[src/design/gmmn_pkg.sv]
`default_nettype none

package gmmn_pkg;

	// Default grid size; the top level hands these down as parameters.
	localparam int DEF_GRID_WIDTH  = 64;
	localparam int DEF_GRID_HEIGHT = 64;

	localparam int IDX_W    = 6;
	localparam int SAMPLE_W = 16;
	localparam int NORM_W   = 16;
	localparam int PROD_W   = 2 * NORM_W;

	// Scale factors are 2**shift - 1, so the product is a shift and a subtract.
	localparam int UNIT_SHIFT  = 16;
	localparam int PIXEL_SHIFT = 8;

	localparam logic [1:0] CMD_CLEAR = 2'd0;
	localparam logic [1:0] CMD_WRITE = 2'd1;
	localparam logic [1:0] CMD_READ  = 2'd2;

	localparam logic MODE_UNIT  = 1'b0;
	localparam logic MODE_PIXEL = 1'b1;

	typedef struct packed {
		logic [1:0]                 cmd;
		logic [IDX_W-1:0]           col;
		logic [IDX_W-1:0]           row;
		logic signed [SAMPLE_W-1:0] sample;
	} in_item_t;

	typedef struct packed {
		logic [NORM_W-1:0] norm_value;
		logic              flat;
	} out_item_t;

	typedef struct packed {
		logic              start;
		logic [PROD_W-1:0] dividend;
		logic [NORM_W-1:0] divisor;
	} div_req_t;

	typedef struct packed {
		logic              done;
		logic [NORM_W-1:0] quotient;
	} div_rsp_t;

endpackage

`default_nettype wire

[src/design/gmmn_div.sv]
`default_nettype none

module gmmn_div (
	input  wire logic               clk,
	input  wire logic               arst_n,
	input  wire gmmn_pkg::div_req_t req,
	output      gmmn_pkg::div_rsp_t rsp
);
	import gmmn_pkg::*;

	localparam int CNT_W = $clog2(NORM_W);

	logic [NORM_W-1:0] rem_q;
	logic [NORM_W-1:0] quo_q;
	logic [NORM_W-1:0] divisor_q;
	logic [CNT_W-1:0]  cnt_q;
	logic              busy_q;
	logic              done_q;
	logic [NORM_W:0]   shifted;
	logic [NORM_W+1:0] trial;
	logic              fits;

	// Restoring division, one quotient bit per cycle. The low dividend bits
	// shift out of quo_q while quotient bits shift in at the bottom.
	assign shifted = {rem_q, quo_q[NORM_W-1]};
	assign trial   = {1'b0, shifted} - {2'b00, divisor_q};
	assign fits    = ~trial[NORM_W+1];

	always_ff @(posedge clk or negedge arst_n) begin
		if (!arst_n) begin
			busy_q <= 1'b0;
			done_q <= 1'b0;
			cnt_q  <= '0;
		end else begin
			done_q <= 1'b0;
			if (req.start) begin
				busy_q <= 1'b1;
				cnt_q  <= '0;
			end else if (busy_q) begin
				cnt_q <= cnt_q + 1'b1;
				if (cnt_q == CNT_W'(NORM_W - 1)) begin
					busy_q <= 1'b0;
					done_q <= 1'b1;
				end
			end
		end
	end

	always_ff @(posedge clk) begin
		if (req.start) begin
			rem_q     <= req.dividend[PROD_W-1:NORM_W];
			quo_q     <= req.dividend[NORM_W-1:0];
			divisor_q <= req.divisor;
		end else if (busy_q) begin
			rem_q <= fits ? trial[NORM_W-1:0] : shifted[NORM_W-1:0];
			quo_q <= {quo_q[NORM_W-2:0], fits};
		end
	end

	assign rsp.done     = done_q;
	assign rsp.quotient = quo_q;

	a_start_idle: assert property (@(posedge clk) disable iff (!arst_n)
		req.start |-> !busy_q)
		else $error("divider started while busy");

	a_done_idle: assert property (@(posedge clk) disable iff (!arst_n)
		done_q |-> !busy_q)
		else $error("divider done while still busy");

	a_rem_below: assert property (@(posedge clk) disable iff (!arst_n)
		busy_q |-> (rem_q < divisor_q))
		else $error("partial remainder reached the divisor");

endmodule

`default_nettype wire
[config.mk]
export PLATFORM = sky130hd
export DESIGN_NAME = gmmn_div
export DESIGN_NICKNAME = d
export VERILOG_FILES = /design/src/design/gmmn_pkg.sv /design/src/design/gmmn_div.sv
export SDC_FILE = /design/constraint.sdc
export NUM_CORES = 1
export LEC_CHECK = 0
export BUFFER_PORTS_ARGS = -buffer_cell sky130_fd_sc_hd__clkbuf_2
export CAP_MARGIN = 20
export CORE_UTILIZATION = 55
export CTS_CLUSTER_SIZE = 28
export DETAILED_ROUTE_END_ITERATION = 6
export PLACE_DENSITY = 0.8
export SLEW_MARGIN = 10
export SYNTH_ARGS = -nofsm -noshare
export SYNTH_HDL_FRONTEND = slang
export SYNTH_SLANG_ARGS = --single-unit
export TNS_END_PERCENT = 50
[constraint.sdc]
create_clock -name clk -period 2.6 [get_ports clk]
set_clock_uncertainty 0.05 [all_clocks]
set_input_delay 0.13 -clock clk [delete_from_list [all_inputs] [get_ports clk]]
set_output_delay 0.13 -clock clk [all_outputs]
set_load 0.01 [all_outputs]
==> metrics.txt <==
status finished, final reports clean; H-Tree Depth 2; Die Span X 80.5 um; Tcrit/Tclk final 95.7%; CP required 2.60 ns; slowest cell on the critical path edfxtp_1; Core Box Area 5920 um^2; Pwr Total 0.00399 W; count of final hold-check violations 0; pre-CTS WS 0.0444 ns; Lkg Pwr approximately 1.8 nW; clock transition at the registers of the reported paths 0.10 ns; Net Sw Power 0.00152 W; Reg power frac between 30% and 40%; gate count after technology mapping between 200 and 300; PortBufs 67; WHS 0.0550 ns; Setup Viol. Count Final 0; routability cong. roughly 0.85; Worst IR Drop VDD around 500 uV; DRC Markers 0; design area ~4200 um^2; via count 2628; Slew Viols, Final 0; Clock Latency Late Sink 0.31 ns; Post-synth EDFFs 48; met1 wire length 3190 um; met3 WL 271 um; CTS tree done; Post-synth ARST share 11.1%; Initial Util 57.3%; crit path kind reg2reg; Min-Delay Path Class in2reg; Pre-antenna DRT Iters 4; final net count 453; Worst Path Arrival ~2.5 ns; fillers 456; slew margin rel. between 60% and 70%; Rows 28; die area 6490 um^2; Mapped Area roughly 3400 um^2; Power Density just under 1000 nW/um^2; root buf cell clkbuf_8; critical-path cell list inv_1, ha_1, fa_1, nor2b_2, o31a_1, o211a_1, or3_1, nand4_1, o311ai_2; DR iter-0 viols 119; Yosys warning total 0; Placed Area 3830 um^2; startpoint types flop; Routed Antenna Nets 0; DP HPWL 4910 um; GRT Util Overall 23.0%; max cap viols 0; routed length per placed instance 15.4 um; first-pass GRT wire length 11400 um; pin count of the biggest net entering global routing 30; worst-margin pin slew a little over 0.5 ns; crit end category flop; Seq/Total Area, Yosys 46.9%; final WL 7060 um; wire length on met2 3520 um; share of cells above drive strength 1 approximately 34%; syn_nets 367; synthesized flop and latch total 54; clk buf depth 2; Die Y 80.5 um; Sequential Area 1590 um^2; vias in the first global route 2520; PnR worst setup slack 0.111 ns; Sw Ratio between 30% and 40%; P&R area growth vs syn 22.4%; Mapped Avg Cell Area 11.4 um^2; clock share of power 14.5%; grt ovf 0; initial antenna violation count 0; Fmax 402 MHz; crit-path max cell delay 0.45 ns; library cells used by synthesis 66; CTS buffer count 5; Clock Sinks 54; ant diodes 0; Via density 5.71; Multi-input gate area around 1600 um^2; IO Count 68; largest driver fanout on the critical path 3; Top Metal Used met4; crit path time final 2.49 ns; post-layout util a little over two thirds; combinational power share a little over half; Cell Int Power 0.00248 W; prevailing post-synth register cell edfxtp_1
-- cells in the mapped netlist, types with 4 or more instances --
| cell type | n | share of area [%] |
|---|---|---|
| a21oi_1 | 13 | 1.9 |
| o311ai_2 | 4 | 1.9 |
| o21ai_0 | 9 | 1.3 |
| inv_1 | 23 | 2.5 |
| nand3_1 | 5 | 0.74 |
| nand2_1 | 20 | 2.2 |
| a21o_1 | 6 | 1.3 |
| mux2_2 | 16 | 5.3 |
| a31oi_1 | 5 | 0.92 |
| edfxtp_1 | 48 | 42 |
| buf_4 | 4 | 0.89 |
| nand4_1 | 5 | 0.92 |
| nor3_1 | 5 | 0.74 |
| xnor2_1 | 5 | 1.3 |
| clkbuf_1 | 6 | 0.66 |
| ha_1 | 17 | 6.3 |
| xor2_1 | 5 | 1.3 |
| mux2i_1 | 7 | 2.1 |
| nor2_1 | 18 | 2.0 |
| dfrtp_1 | 6 | 4.4 |
-- power groups by stage --
stage                     clock [W]  combinational, W  sequential [W]
after CTS                  0.000595           0.00205         0.00129
after global placement            0           0.00197         0.00130
after detailed placement          0           0.00200         0.00131
after floorplan                   0           0.00159         0.00129
final                      0.000579           0.00211         0.00130
after global routing       0.000613           0.00232         0.00133
-- path summary, 6_finish.rpt --
path | startpoint | end | slack (ns) | depth (start not counted)
worst max-delay path | quo_q[15] | rem_q[10] | 0.11 | 9
max in group asynchronous | arst_n | cnt_q[1] | 2.24 | 2
worst min register to register | cnt_q[1] | cnt_q[1] | 0.54 | 2
min in group asynchronous | arst_n | cnt_q[2] | 0.11 | 2
worst min-delay path | req[43] | rem_q[11] | 0.06 | 3
worst max register to register | quo_q[15] | rem_q[10] | 0.11 | 9
-- cell usage in the layout (no fill, tap or decap), drive strengths merged, types with 3 or more instances in the layout --
cell type	synthesis	routed
a21o	6	6
o2111ai	3	3
nor2b	3	3
o21ai	10	10
dfrtp	6	6
a31o	4	4
ha	17	17
a311oi	3	3
nor2	18	18
buf	12	14
nand3	5	5
nand4	5	5
or3	3	3
clkbuf	7	72
o211ai	3	3
nand2	20	20
a31oi	5	5
o21a	3	3
mux2	16	16
mux2i	7	7
inv	23	24
nor3	7	7
xor2	5	5
a21oi	13	13
dlygate4sd3	0	17
o311ai	4	4
xnor2	5	5
edfxtp	48	48
or2	3	3
-- cell families after synthesis --
| logic type | Yosys count | synth area share, % |
|---|---|---|
| simple gates | 75 | 11.7 |
| compound gates | 75 | 18.3 |
| fa+ha+maj | 18 | 6.86 |
| flops | 54 | 46.9 |
| xor+xnor | 10 | 2.58 |
| mux | 23 | 7.38 |
| buf+inv | 43 | 6.34 |
-- critical path, delay by kind of cell (launching register included) --
family                     cells  cell delay [ns]
AOI/OAI and AO/OA              3             0.67
adders and majority gates      2             0.44
buffers and inverters          1             0.09
DFF                            1             0.45
and+or+nand+nor                3             0.54
-- area by class of cell --
| cell class | instances | area share (%) |
|---|---|---|
| Timing Repair Buffer | 98 | 15.3 |
| Multi-Input combinational cell | 201 | 39.1 |
| Tap cell | 75 | 2.26 |
| Clock buffer | 5 | 1.66 |
| Clock inverter | 3 | 1.15 |
| Inverter | 24 | 2.17 |
| Sequential cell | 54 | 38.3 |
-- state kept, by name (all words and copies together) (netlist names) --
signal,cells
busy_q,1
divisor_q,16
done_q,1
rem_q,16
quo_q,16
cnt_q,4
-- metrics by stage --
step,cells,TNS [ns]
finish,460,0
global route,460,-0.000408
CTS,460,0
detailed placement,435,0
global placement,435,0
floorplan,298,0
-- per-layer routing --
layer / vias to the layer above / track usage (%)
li1: 1296 / -
met1: 1256 / 29.4
met2: 67 / 40.0
met3: 9 / 3.86
met4: 0 / 6.07
met5: - / 0
-- timing repair --
item / CTS / global route
hold endpoints to repair: 22 / 0
endpoints found under the setup margin: 0 / 10
setup buffers: 0 / 0
resized for setup: 0 / 8
hold buffers: 17 / 0
No activity file was read; power rests on OpenSTA's default activity.
